[src/hdl/kcl_pkg.sv]
// Shared types and constants for the key click and long-press detector.
// Used by kcl_csr, kcl_engine and key_click_longpress_detector_top.
`default_nettype none

package kcl_pkg;

   localparam int NUM_KEYS  = 4;
   localparam int KEY_W     = 2;
   localparam int TIME_W    = 32;
   localparam int CFG_W     = 24;
   localparam int MASK_W    = 4;
   localparam int CNT_W     = 7;
   localparam int CODE_W    = 3;
   localparam int CSR_IDX_W = 3;
   localparam int REQ_W     = 40;
   localparam int RSP_W     = 16;

   localparam logic [CNT_W-1:0] CLICK_MAX = 7'd127;

   // Configuration register indexes.
   localparam logic [CSR_IDX_W-1:0] CSR_DEBOUNCE    = 3'd0;
   localparam logic [CSR_IDX_W-1:0] CSR_LONG_PRESS  = 3'd1;
   localparam logic [CSR_IDX_W-1:0] CSR_REPEAT      = 3'd2;
   localparam logic [CSR_IDX_W-1:0] CSR_CLICK_TMO   = 3'd3;
   localparam logic [CSR_IDX_W-1:0] CSR_ACTIVE_MASK = 3'd4;

   localparam logic [CFG_W-1:0]  DEBOUNCE_RST    = 24'd30000;
   localparam logic [CFG_W-1:0]  LONG_PRESS_RST  = 24'd600000;
   localparam logic [CFG_W-1:0]  REPEAT_RST      = 24'd100000;
   localparam logic [CFG_W-1:0]  CLICK_TMO_RST   = 24'd400000;
   localparam logic [MASK_W-1:0] ACTIVE_MASK_RST = 4'hF;

   typedef enum logic [CODE_W-1:0] {
      EV_NONE         = 3'd0,
      EV_LONG_PRESS   = 3'd1,
      EV_LONG_REPEAT  = 3'd2,
      EV_LONG_RELEASE = 3'd3,
      EV_MULTI_CLICK  = 3'd4
   } event_code_type;

   typedef struct packed {
      logic [CFG_W-1:0]  debounce;
      logic [CFG_W-1:0]  hold_limit;
      logic [CFG_W-1:0]  repeat_ival;
      logic [CFG_W-1:0]  click_tmo;
      logic [MASK_W-1:0] active_mask;
   } cfg_type;

   typedef struct packed {
      logic [KEY_W-1:0]  key_index;
      logic              pin_level;
      logic [TIME_W-1:0] now_us;
   } item_type;

   typedef struct packed {
      logic [KEY_W-1:0] event_key;
      event_code_type   event_code;
      logic [CNT_W-1:0] click_count;
   } result_type;

endpackage

`default_nettype wire

[src/hdl/kcl_csr.sv]
// Configuration registers of the key detector, written through the csr channel.
// Depends on kcl_pkg.
`default_nettype none

module kcl_csr (
   input  wire logic                           clock,
   input  wire logic                           reset,
   input  wire logic                           csr_valid,
   output logic                                csr_ready,
   input  wire logic [kcl_pkg::CSR_IDX_W-1:0]  csr_index,
   input  wire logic [kcl_pkg::CFG_W-1:0]      csr_data,
   output kcl_pkg::cfg_type                    cfg
);

   kcl_pkg::cfg_type cfg_ff;

   assign csr_ready = 1'b1;
   assign cfg       = cfg_ff;

   always_ff @(posedge clock) begin
      if (reset) begin
         cfg_ff.debounce    <= kcl_pkg::DEBOUNCE_RST;
         cfg_ff.hold_limit  <= kcl_pkg::LONG_PRESS_RST;
         cfg_ff.repeat_ival <= kcl_pkg::REPEAT_RST;
         cfg_ff.click_tmo   <= kcl_pkg::CLICK_TMO_RST;
         cfg_ff.active_mask <= kcl_pkg::ACTIVE_MASK_RST;
      end else if (csr_valid && csr_ready) begin
         unique case (csr_index)
            kcl_pkg::CSR_DEBOUNCE:    cfg_ff.debounce    <= csr_data;
            kcl_pkg::CSR_LONG_PRESS:  cfg_ff.hold_limit  <= csr_data;
            kcl_pkg::CSR_REPEAT:      cfg_ff.repeat_ival <= csr_data;
            kcl_pkg::CSR_CLICK_TMO:   cfg_ff.click_tmo   <= csr_data;
            kcl_pkg::CSR_ACTIVE_MASK: cfg_ff.active_mask <= csr_data[kcl_pkg::MASK_W-1:0];
            default: begin
            end
         endcase
      end
   end

endmodule

`default_nettype wire

[src/hdl/kcl_engine.sv]
// Per-key state registers and the event decision for one item.
// Depends on kcl_pkg; state is updated when the top level commits the item.
`default_nettype none

module kcl_engine (
   input  wire logic          clock,
   input  wire logic          reset,
   input  wire kcl_pkg::cfg_type  cfg,
   input  wire kcl_pkg::item_type item,
   input  wire logic          commit,
   output kcl_pkg::result_type result
);

   localparam int KEY_CNT_W = kcl_pkg::KEY_W + 1;

   logic                          held_ff      [kcl_pkg::NUM_KEYS];
   logic                          long_ff      [kcl_pkg::NUM_KEYS];
   logic [kcl_pkg::CNT_W-1:0]     clicks_ff    [kcl_pkg::NUM_KEYS];
   logic [kcl_pkg::TIME_W-1:0]    start_ff     [kcl_pkg::NUM_KEYS];
   logic [kcl_pkg::TIME_W-1:0]    release_ff   [kcl_pkg::NUM_KEYS];
   logic [kcl_pkg::TIME_W-1:0]    rep_ff       [kcl_pkg::NUM_KEYS];

   logic                          held_in;
   logic                          long_in;
   logic [kcl_pkg::CNT_W-1:0]     clicks_in;
   logic [kcl_pkg::TIME_W-1:0]    start_in;
   logic [kcl_pkg::TIME_W-1:0]    release_in;
   logic [kcl_pkg::TIME_W-1:0]    rep_in;

   logic                          key_ok;
   logic                          pressed;
   logic                          cur_held;
   logic                          cur_long;
   logic [kcl_pkg::CNT_W-1:0]     cur_clicks;
   logic [kcl_pkg::TIME_W-1:0]    hold_span;
   logic [kcl_pkg::TIME_W-1:0]    idle_span;
   logic [kcl_pkg::TIME_W-1:0]    rep_span;
   kcl_pkg::event_code_type       code;
   logic [kcl_pkg::CNT_W-1:0]     count;

   assign key_ok     = {1'b0, item.key_index} < KEY_CNT_W'(kcl_pkg::NUM_KEYS);
   assign pressed    = item.pin_level == cfg.active_mask[item.key_index];
   assign cur_held   = held_ff[item.key_index];
   assign cur_long   = long_ff[item.key_index];
   assign cur_clicks = clicks_ff[item.key_index];
   // Hold and idle spans include both end samples; all spans wrap at TIME_W.
   assign hold_span  = item.now_us - start_ff[item.key_index] + 32'd1;
   assign idle_span  = item.now_us - release_ff[item.key_index] + 32'd1;
   assign rep_span   = item.now_us - rep_ff[item.key_index];

   always_comb begin
      held_in    = cur_held;
      long_in    = cur_long;
      clicks_in  = cur_clicks;
      start_in   = start_ff[item.key_index];
      release_in = release_ff[item.key_index];
      rep_in     = rep_ff[item.key_index];
      code       = kcl_pkg::EV_NONE;
      count      = '0;
      if (key_ok) begin
         if (cur_held) begin
            if (pressed) begin
               if (hold_span >= {8'd0, cfg.hold_limit}) begin
                  if (cur_clicks == '0 && !cur_long) begin
                     long_in = 1'b1;
                     rep_in  = item.now_us;
                     code    = kcl_pkg::EV_LONG_PRESS;
                  end else if (cur_long && rep_span >= {8'd0, cfg.repeat_ival}) begin
                     rep_in  = item.now_us;
                     code    = kcl_pkg::EV_LONG_REPEAT;
                  end
               end
            end else begin
               held_in = 1'b0;
               if (hold_span > {8'd0, cfg.debounce}) begin
                  if (cur_long) begin
                     code      = kcl_pkg::EV_LONG_RELEASE;
                     long_in   = 1'b0;
                     clicks_in = '0;
                  end else begin
                     if (cur_clicks != kcl_pkg::CLICK_MAX) begin
                        clicks_in = cur_clicks + 7'd1;
                     end
                     release_in = item.now_us;
                  end
               end
            end
         end else if (pressed) begin
            held_in  = 1'b1;
            start_in = item.now_us;
         end else if (cur_clicks != '0 || cur_long) begin
            // A timeout with no clicks only drops a stale long flag.
            if (idle_span > {8'd0, cfg.click_tmo}) begin
               if (cur_clicks != '0) begin
                  code  = kcl_pkg::EV_MULTI_CLICK;
                  count = cur_clicks;
               end
               clicks_in = '0;
               long_in   = 1'b0;
            end
         end
      end
   end

   assign result.event_key   = item.key_index;
   assign result.event_code  = code;
   assign result.click_count = count;

   always_ff @(posedge clock) begin
      if (reset) begin
         for (int k = 0; k < kcl_pkg::NUM_KEYS; k++) begin
            held_ff[k]    <= 1'b0;
            long_ff[k]    <= 1'b0;
            clicks_ff[k]  <= '0;
            start_ff[k]   <= '0;
            release_ff[k] <= '0;
            rep_ff[k]     <= '0;
         end
      end else if (commit && key_ok) begin
         held_ff[item.key_index]    <= held_in;
         long_ff[item.key_index]    <= long_in;
         clicks_ff[item.key_index]  <= clicks_in;
         start_ff[item.key_index]   <= start_in;
         release_ff[item.key_index] <= release_in;
         rep_ff[item.key_index]     <= rep_in;
      end
   end

endmodule

`default_nettype wire

[src/hdl/key_click_longpress_detector_top.sv]
// Top level of the key click and long-press detector: input and result registers.
// Depends on kcl_pkg, kcl_csr and kcl_engine.
//
//   Channel   Direction  Handshake              Payload
//   req_      in         req_tvalid/req_tready  req_tdata: key_index, pin_level, now_us
//   rsp_      out        rsp_tvalid/rsp_tready  rsp_tdata: event_key, event_code, click_count
//   csr_      in         csr_valid/csr_ready    csr_index, csr_data
//
// One item per clock cycle while the result channel is not stalled; each item gives exactly one result.
// The decision for an item is made in the cycle it leaves the input register, so
// back-to-back items on the same key see each other's state updates.
// Synchronous active-high reset clears all key state and restores register defaults.
// A stalled result holds in the output register while one more item waits at the input.
`default_nettype none

module key_click_longpress_detector_top (
   input  wire logic                          clock,
   input  wire logic                          reset,
   input  wire logic                          req_tvalid,
   output logic                               req_tready,
   // [1:0] key_index, [2] pin_level, [34:3] now_us, [39:35] zero
   input  wire logic [kcl_pkg::REQ_W-1:0]     req_tdata,
   output logic                               rsp_tvalid,
   input  wire logic                          rsp_tready,
   // [1:0] event_key, [4:2] event_code, [11:5] click_count, [15:12] zero
   output logic [kcl_pkg::RSP_W-1:0]          rsp_tdata,
   input  wire logic                          csr_valid,
   output logic                               csr_ready,
   input  wire logic [kcl_pkg::CSR_IDX_W-1:0] csr_index,
   input  wire logic [kcl_pkg::CFG_W-1:0]     csr_data
);

   kcl_pkg::cfg_type    cfg;
   kcl_pkg::item_type   item_ff;
   kcl_pkg::item_type   item_in;
   kcl_pkg::result_type result;
   kcl_pkg::result_type result_ff;
   logic                in_valid_ff;
   logic                out_valid_ff;
   logic                advance;
   logic                commit;

   assign item_in.key_index = req_tdata[1:0];
   assign item_in.pin_level = req_tdata[2];
   assign item_in.now_us    = req_tdata[34:3];

   assign advance    = !out_valid_ff || rsp_tready;
   assign commit     = in_valid_ff && advance;
   assign req_tready = !in_valid_ff || advance;

   kcl_csr u_csr (
      .clock     (clock),
      .reset     (reset),
      .csr_valid (csr_valid),
      .csr_ready (csr_ready),
      .csr_index (csr_index),
      .csr_data  (csr_data),
      .cfg       (cfg)
   );

   kcl_engine u_engine (
      .clock  (clock),
      .reset  (reset),
      .cfg    (cfg),
      .item   (item_ff),
      .commit (commit),
      .result (result)
   );

   always_ff @(posedge clock) begin
      if (reset) begin
         in_valid_ff  <= 1'b0;
         out_valid_ff <= 1'b0;
      end else begin
         if (req_tready) begin
            in_valid_ff <= req_tvalid;
         end
         if (advance) begin
            out_valid_ff <= in_valid_ff;
         end
      end
   end

   always_ff @(posedge clock) begin
      if (req_tvalid && req_tready) begin
         item_ff <= item_in;
      end
      if (commit) begin
         result_ff <= result;
      end
   end

   assign rsp_tvalid = out_valid_ff;
   assign rsp_tdata  = {4'd0, result_ff.click_count, result_ff.event_code, result_ff.event_key};

   a_key_follows : assert property (@(posedge clock) disable iff (reset)
      commit |=> (result_ff.event_key == $past(item_ff.key_index)))
      else $error("result key does not match the committed item");

   a_count_only_on_click : assert property (@(posedge clock) disable iff (reset)
      out_valid_ff |-> (result_ff.event_code == kcl_pkg::EV_MULTI_CLICK ||
                        result_ff.click_count == '0))
      else $error("click count set on a non-click event");

   a_full_blocks_input : assert property (@(posedge clock) disable iff (reset)
      (in_valid_ff && out_valid_ff && !rsp_tready) |-> !req_tready)
      else $error("input accepted while both stages are full");

   a_commit_fills_output : assert property (@(posedge clock) disable iff (reset)
      commit |=> out_valid_ff)
      else $error("committed item did not reach the output register");

endmodule

`default_nettype wire

[config.mk]
export PLATFORM = sky130hd
export DESIGN_NAME = key_click_longpress_detector_top
export DESIGN_NICKNAME = d
export VERILOG_FILES = /design/src/hdl/kcl_pkg.sv /design/src/hdl/kcl_csr.sv /design/src/hdl/kcl_engine.sv /design/src/hdl/key_click_longpress_detector_top.sv
export SDC_FILE = /design/constraint.sdc
export NUM_CORES = 1
export LEC_CHECK = 0
export ABC_AREA = 1
export BUFFER_PORTS_ARGS = -buffer_cell sky130_fd_sc_hd__buf_4
export CAP_MARGIN = 40
export CORE_MARGIN = 3
export CORE_UTILIZATION = 40
export CTS_BUF_LIST = sky130_fd_sc_hd__clkbuf_8
export DETAILED_ROUTE_END_ITERATION = 16
export PLACE_DENSITY_LB_ADDON = 0.05
export SYNTH_ARGS = -nofsm -noshare
export SYNTH_HDL_FRONTEND = slang
export SYNTH_HIERARCHICAL = 1
export SYNTH_SLANG_ARGS = --single-unit
[constraint.sdc]
create_clock -name clock -period 18.6 [get_ports clock]
set_clock_uncertainty 0.1 [all_clocks]
set_input_delay 0.93 -clock clock [delete_from_list [all_inputs] [get_ports clock]]
set_output_delay 0.93 -clock clock [all_outputs]
set_load 0.02 [all_outputs]
==> metrics.md, run 1 <==
| Metric | Value |
|---|---|
| Worst hold margin | `between 200 and 300 ps` |
| Die H | `298 um` |
| Clk buf depth | `3` |
| Worst slew pin tran | `990 ps` |
| Seq/Total Area, Yosys | `0.472` |
| DRC | `0` |
| Placer congestion estimate | `slightly above 0.9` |
| Nets | `4431` |
| DIE WIDTH | `298 um` |
| Metal-1 WL | `52100 um` |
| Total CTS buffers | `104` |
| Critical path's slowest cell | `buf_4` |
| Final core utilization | `0.450` |
| Critical Path End | `u_engine/release_ff[1][6]$_SDFFCE_PN0P_` |
| CP startpoint | `item_ff[34]$_DFFE_PP_` |
| Worst-path fanout max | `between 50 and 60` |
| Synth top area share | `0.412` |
| Worst path required time | `about 19000 ps` |
| DR WL met2 | `52200 um` |
| Async SR Flop Fraction | `0` |
| Starting DRT DRC Count | `2262` |
| Vias/cell | `5.29` |
| # fillers | `8602` |
| Synth warnings | `6` |
| 1st-pass router iterations | `5` |
| First-pass GRT wire length | `170000 um` |
| Post-synthesis sequential element count | `569` |
| Total track usage | `0.255` |
| Status | `finished clean` |
| CP Capture Type | `register` |
| RSZ-0062 raised after global routing | `no` |
| Final Setup Violations | `0` |
| Max Slew Vio Count | `0` |
| DR top layer | `met4` |
| Worst min path class | `in -> reg` |
| CTS Sinks | `roughly 570` |
| Crit-path max cell delay | `710 ps` |
| Ys flop type | `edfxtp_1` |
| Synth area leaders | `edfxtp_1, ha_1, nand2_1, nor2_1, dfxtp_1` |
| DRT antenna net count | `0` |
| DP HPWL | `76400 um` |
| Syn Inst Count | `roughly 4000` |
| H-tree levels | `3` |
| Final wirelength | `115000 um` |
| CTS tree | `yes` |
| Setup Buffers After CTS | `0` |
| Yosys top cell by area | `edfxtp_1` |
| R2r endpoint | `u_engine/release_ff[1][6]$_SDFFCE_PN0P_` |
| Peak supply drop | `0.0529 mV` |
| Antenna violations before repair | `3` |
| Worst Path Arrival | `8870 ps` |
| # rows | `106` |
| Setup slack, reg-to-reg | `about 10000 ps` |
| Slew headroom | `0.340` |
| Pwr dens | `94.9 nW/um^2` |
| EDFF count, synth | `about 470` |
| Worst-skew pair later-pin latency | `750 ps` |
| CORE AREA | `approximately 84000 um^2` |
| Vias in the first global route | `27000` |
| Post-CTS resize count | `0` |
| Die area | `88600 um^2` |
| Post-route minimum period | `8510 ps` |
| Vias | `between 20000 and 30000` |
| Synth unique cells | `52` |
| CTS root buffer | `clkbuf_8` |
| Hold Vio Cnt, Final | `0` |
| Setup TNS | `0 ps` |
| RR Startpoint | `item_ff[34]$_DFFE_PP_` |
| Met3 routed WL | `approximately 7000 um` |
| Most used cell, CP | `nand2_1` |
| Largest net degree at the start of global routing | `74` |
| Commonest cells in the netlist | `nand2_1, nor2_1, edfxtp_1` |
| Share of cells above drive strength 1 | `0.0892` |
| Buffers on Ports | `80` |
| Most common cell in the synthesized netlist | `nand2_1` |
| Post-detailed-route wirelength per cell | `21.6 um` |
| Leakage | `16.7 nW` |
| Boundary Pins | `91` |
| Crit path launch type | `register` |
| Ratio of final minimum period to clock period | `0.458` |
| R2R depth | `33` |
| CTS Hold Bufs | `0` |
| Synth Area per Inst | `8.45 um^2` |
| Worst-path clk slew | `60 ps` |
| Post-Syn Area | `approximately 34000 um^2` |
| Grt ovf | `0` |
| Max_cap viols | `0` |
| Starting Density | `0.405` |
| Kind of critical path | `reg -> reg` |
| Area grow syn2layout | `11.2%` |
| Fmax | `118 MHz` |
-- power by group --
group / internal (mW) / switching, mW
registers: 1.44 / 0.0270
logic: 0.317 / 0.653
clock network: 0.595 / 0.558
-- layer usage --
metal / track usage / up-vias
met4: 0.0826 / 0
met5: 0 / -
li1: - / 13700
met3: 0.0419 / 182
met2: 0.411 / 819
met1: 0.350 / 13500
-- flip-flops by register name, summed over array words and instances, names as in the netlist --
| name | flops |
|---|---|
| u_engine/release_ff | 128 |
| u_engine/rep_ff | 128 |
| u_engine/start_ff | 128 |
| u_csr/cfg | 100 |
| item_ff | 35 |
| u_engine/clicks_ff | 28 |
| rsp_tdata | 12 |
| u_engine/held_ff | 4 |
| u_engine/long_ff | 4 |
| in_valid_ff | 1 |
| rsp_tvalid | 1 |
-- placed cells by master, fill, tap and decap left out, types with 17 or more instances in the layout --
cell,n
dfxtp_1,102
nor2_1,781
xnor2_1,20
ha_1,252
clkinv_1,28
a221oi_1,74
nor3_1,183
buf_4,128
a31oi_1,24
edfxtp_1,467
o211ai_1,36
xor2_1,48
nand2_1,781
inv_1,464
clkbuf_8,111
o21ai_0,59
a21oi_1,147
or2_2,23
nand3_2,33
nand3_1,220
nand4_1,28
a22oi_1,19
o31a_1,17
-- kinds of logic after synthesis --
kind of cell             count (synthesis)  synth area share
XOR/XNOR                                69            0.0180
buffers and inverters                  611            0.0735
flip-flops                             569             0.472
adder cells (fa/ha/maj)                255            0.0945
AND/OR/NAND/NOR                       2099             0.261
AO/OA/AOI/OAI                          419            0.0800
other                                    2          0.000221
-- stage by stage --
stage | cell area, um^2 | setup WS (ps) | total power, mW | instances
final | 37800 | 10090 | 3.59 | 5327
after detailed placement | 35800 | 10160 | 2.46 | 5131
after global routing | 37800 | 9680 | 3.80 | 5327
after floorplan | 34000 | 8600 | 2.15 | 4027
after global placement | 35700 | 9910 | 2.45 | 5124
after CTS | 37800 | 10140 | 3.63 | 5325
-- area by class of cell --
class	instances	area, um^2	area share
diodes	1	2.50	0.0000662
flip-flops and latches	569	16100	0.425
well taps	1134	1420	0.0375
multi-input cells	2847	15500	0.410
repair buffers	137	1150	0.0304
inverters	445	1680	0.0444
clock inverters	83	455	0.0120
clock buffers	111	1530	0.0404
-- worst max-delay path: cells and delay by family, from the launching register on --
family	cells	cell delay, ps
flops	1	640
xor+xnor	1	170
compound gates	4	1100
simple gates	17	2620
buf+inv	8	2190
fa+ha+maj	3	1170
-- how the worst min path moves through the flow --
stage,start,endpoint,cells after the start
2_1_floorplan,u_csr/cfg[1]$_SDFFE_PP1P_,u_csr/cfg[1]$_SDFFE_PP1P_,2
3_3_place_gp,u_csr/cfg[21]$_SDFFE_PP1P_,u_csr/cfg[21]$_SDFFE_PP1P_,2
3_5_place_dp,u_csr/cfg[11]$_SDFFE_PP1P_,u_csr/cfg[11]$_SDFFE_PP1P_,2
4_1_cts,req_tdata[13],item_ff[10]$_DFFE_PP_,1
5_1_grt,req_tdata[8],item_ff[5]$_DFFE_PP_,1
6_report,req_tdata[2],item_ff[32]$_DFFE_PP_,1
No activity file was read; power rests on OpenSTA's default activity.
==> run 2: changes to the inputs <==
--- a/config.mk
+++ b/config.mk
@@ -5,7 +5,7 @@
 export SDC_FILE = /design/constraint.sdc
 export NUM_CORES = 1
 export LEC_CHECK = 0
-export ABC_AREA = 1
+export ABC_AREA = 0
 export BUFFER_PORTS_ARGS = -buffer_cell sky130_fd_sc_hd__buf_4
 export CAP_MARGIN = 40
 export CORE_MARGIN = 3
==> constraint.sdc (replaced) <==
create_clock -name clock -period 8.5 [get_ports clock]
set_clock_uncertainty 0.1 [all_clocks]
set_input_delay 0.425 -clock clock [delete_from_list [all_inputs] [get_ports clock]]
set_output_delay 0.425 -clock clock [all_outputs]
set_load 0.02 [all_outputs]
==> run 2 against run 1 <==
Net effect:
- count of clock-buffer cells in the layout is 2 higher
- first-iteration DRC count shrank 23%
- sequential share of layout area increased by 0.30 points
- highest routed layer unchanged
- core utilization increased by 1.4 points
- non-clock buffer count is 73 higher
- global-route usage fell by 2.3 points
- largest cell class unchanged
==> metrics.md, run 2 <==
| Metric | Value |
|---|---|
| 1st-pass router iterations | `6 (was 5)` |
| Hold_sp | `reset (was req_tdata[2])` |
| CTS Sinks | `569 (unchanged)` |
| # placed instances | `4011 (was 5131)` |
| Slew headroom | `0.374 (was 0.340)` |
| Post-detailed-route wirelength per cell | `23.3 um (was 21.6 um)` |
| Vias/cell | `5.48 (was 5.29)` |
| Final setup margin | `1060 ps (was 10090 ps)` |
| # fillers | `7631 (was 8602)` |
| R2r endpoint | `u_engine/release_ff[1][5]$_SDFFCE_PN0P_ (was u_engine/release_ff[1][6]$_SDFFCE_PN0P_)` |
| Grt ovf | `0 (unchanged)` |
| CTS Hold Bufs | `66 (was 0)` |
| Fmax | `134 MHz (was 118 MHz)` |
| Vias in the first global route | `23900 (was 27000)` |
| Final wirelength | `99400 um (was 115000 um)` |
| Die H | `293 um (was 298 um)` |
| DRC | `0 (unchanged)` |
| Crit-path max cell delay | `680 ps (was 710 ps)` |
| CORE AREA | `80900 um^2 (was 84000 um^2)` |
| Worst slew pin tran | `939 ps (was 990 ps)` |
| Hold Path Depth | `3 (was 1)` |
| Synth unique cells | `86 (was 52)` |
| Starting Density | `0.406 (was 0.405)` |
| Post-CTS resize count | `0 (unchanged)` |
| Die area | `85700 um^2 (was 88600 um^2)` |
| Hold Vio Cnt, Final | `0 (unchanged)` |
| RSZ-0062 raised after global routing | `no (unchanged)` |
| RR Startpoint | `item_ff[33]$_DFFE_PP_ (was item_ff[34]$_DFFE_PP_)` |
| Crit path launch type | `register (unchanged)` |
| Starting DRT DRC Count | `1738 (was 2262)` |
| Setup TNS | `0 ps (unchanged)` |
| Share of cells above drive strength 1 | `0.129 (was 0.0892)` |
| Commonest non-fill, non-tap cell in the layout | `edfxtp_1` |
| Most frequent cells in the layout | `edfxtp_1, nor2_1, inv_1 (was nand2_1, nor2_1, edfxtp_1)` |
| Dpl ws | `1110 ps (was 10160 ps)` |
| Most used cell, CP | `ha_1 (was nand2_1)` |
| Worst path required time | `8870 ps (was 18960 ps)` |
| Nets | `3449 (was 4431)` |
| Clk buf depth | `3 (unchanged)` |
| Max Slew Vio Count | `0 (unchanged)` |
| CP Capture Type | `register (unchanged)` |
| Area grow syn2layout | `14.2% (was 11.2%)` |
| Kind of critical path | `reg -> reg (unchanged)` |
| Seq/Total Area, Yosys | `0.489 (was 0.472)` |
| Post-Syn Area | `32900 um^2 (was 34000 um^2)` |
| Largest net degree at the start of global routing | `104 (was 74)` |
| R2R depth | `25 (was 33)` |
| Antenna violations before repair | `2 (was 3)` |
| DP HPWL | `67900 um (was 76400 um)` |
| Max_cap viols | `0 (unchanged)` |
| Final instance area | `37500 um^2 (was 37800 um^2)` |
| Boundary Pins | `91 (unchanged)` |
| Peak supply drop | `0.141 mV (was 0.0529 mV)` |
| Most common cell in the synthesized netlist | `edfxtp_1 (was nand2_1)` |
| # rows | `104 (was 106)` |
| Async SR Flop Fraction | `0 (unchanged)` |
| Final non-filler cell total | `4266 (was 5327)` |
| EDFF count, synth | `467 (unchanged)` |
| Total track usage | `0.232 (was 0.255)` |
| Post-synthesis sequential element count | `569 (unchanged)` |
| Ratio of final minimum period to clock period | `0.875 (was 0.458)` |
| Setup Buffers After CTS | `0 (unchanged)` |
| Pwr dens | `205 nW/um^2 (was 94.9 nW/um^2)` |
| First-pass GRT wire length | `149000 um (was 170000 um)` |
| Synth warnings | `6 (unchanged)` |
| Synth Area per Inst | `11.2 um^2 (was 8.45 um^2)` |
| DRT antenna net count | `0 (unchanged)` |
| Worst min path class | `in -> reg (unchanged)` |
| Status | `finished clean (unchanged)` |
| Commonest cells in the netlist | `edfxtp_1, nor2_1, ha_1 (was nand2_1, nor2_1, edfxtp_1)` |
| Ys flop type | `edfxtp_1 (unchanged)` |
| Worst-path clk slew | `60 ps (about the same)` |
| Worst-skew pair later-pin latency | `750 ps (about the same)` |
| Worst Path Arrival | `7800 ps (was 8870 ps)` |
| Final core utilization | `0.464 (was 0.450)` |
| Post-Place Cell Area | `34900 um^2 (was 35800 um^2)` |
| Synth area leaders | `edfxtp_1, ha_1, mux4_2, dfxtp_1, mux2i_1 (was edfxtp_1, ha_1, nand2_1, nor2_1, dfxtp_1)` |
| Post-route minimum period | `7440 ps (was 8510 ps)` |
| Worst Hold End | `u_csr/cfg[71]$_SDFFE_PP1P_ (was item_ff[32]$_DFFE_PP_)` |
| Placer congestion estimate | `0.932 (was 0.907)` |
| Critical path's slowest cell | `buf_4 (unchanged)` |
| Final Setup Violations | `0 (unchanged)` |
| CTS tree | `yes (unchanged)` |
| CTS root buffer | `clkbuf_8 (unchanged)` |
| Syn Inst Count | `2945 (was 4024)` |
| DIE WIDTH | `293 um (was 298 um)` |
| Buffers on Ports | `80 (unchanged)` |
| Vias | `23400 (was 28200)` |
| Worst-path fanout max | `32 (was 55)` |
| H-tree levels | `3 (unchanged)` |
| Total CTS buffers | `103 (was 104)` |
| Largest regs | `u_engine/release_ff: 128 flops, u_engine/rep_ff: 128 flops, u_engine/start_ff: 128 flops (unchanged)` |
| Setup slack, reg-to-reg | `1060 ps (was 10090 ps)` |
| Synth top area share | `0.426 (was 0.412)` |
| Leakage | `15.4 nW (was 16.7 nW)` |
| Yosys top cell by area | `edfxtp_1 (unchanged)` |
-- run 2: cell count changes after synthesis, moves of 105 or more --
cell,change
inv_1,-204
mux2i_1,+170
mux4_2,+105
nand2_1,-621
nand2b_1,+118
nand3_1,-200
nor2_1,-356
nor3_1,-159
-- run 2: per-layer routing --
layer,GRT usage,vias to the layer above,part of all wire
met5,0,-,0
met4,0.0621,0,0.023
met3,0.0374,129,0.053
met2,0.363,665,0.45
met1,0.336,11600,0.48
li1,-,11000,-
-- run 2: how the worst max path moves through the flow --
stage | from | endpoint | slack (ps) | cells past startpoint
detailed placement | item_ff[33]$_DFFE_PP_ | u_engine/release_ff[1][5]$_SDFFCE_PN0P_ | 1110 | 25
global route | item_ff[33]$_DFFE_PP_ | u_engine/clicks_ff[1][4]$_SDFFCE_PN0P_ | 690 | 29
CTS | item_ff[33]$_DFFE_PP_ | u_engine/release_ff[1][5]$_SDFFCE_PN0P_ | 1090 | 25
finish | item_ff[33]$_DFFE_PP_ | u_engine/release_ff[1][5]$_SDFFCE_PN0P_ | 1060 | 25
floorplan | item_ff[33]$_DFFE_PP_ | u_engine/clicks_ff[2][6]$_SDFFCE_PN0P_ | 1410 | 28
global placement | item_ff[34]$_DFFE_PP_ | u_engine/release_ff[1][5]$_SDFFCE_PN0P_ | 840 | 26
-- run 2: final cells by class --
type,count,area (um^2),share of cell area
repair buffers,210,1900,0.0505
well taps,1060,1330,0.0353
multi-input cells,2013,15400,0.411
flip-flops and latches,569,16100,0.428
inverters,225,845,0.0225
diodes,2,5.00,0.000133
clock inverters,74,423,0.0113
clock buffers,113,1560,0.0414
-- run 2: logic make-up (layout without fill, tap and decap cells) --
logic type      count (synthesis)  in the layout  synth area share
flops                         569            569             0.489
fa+ha+maj                     255            255            0.0977
compound gates                444            444            0.0852
mux                           276            276             0.124
other cells                     2              7          0.000228
buf+inv                       366            622            0.0449
xor+xnor                       77             77            0.0205
simple gates                  956            956             0.139
-- run 2: through the flow --
step,power [mW],hold WS [ps]
floorplan,4.60,349
global placement,5.21,360
detailed placement,5.24,362
CTS,7.81,39.6
global route,8.16,78.9
finish,7.71,116
-- run 2: where the power goes --
group          internal, mW  switching [mW]  total (mW)  leakage [nW]
clock                  1.31            1.18        2.49          1.17
combinational         0.776            1.24        2.02          8.55
sequential             3.14          0.0587        3.20          5.63
-- run 2: critical path: cells and delay by family (launching register included) --
family	cells	cell delay, ps
AOI/OAI and AO/OA	9	1940
buffers and inverters	4	1350
and+or+nand+nor	6	1050
muxes	2	1020
adders and majority gates	3	970
DFF	1	380
xor gates and xnor gates	1	180
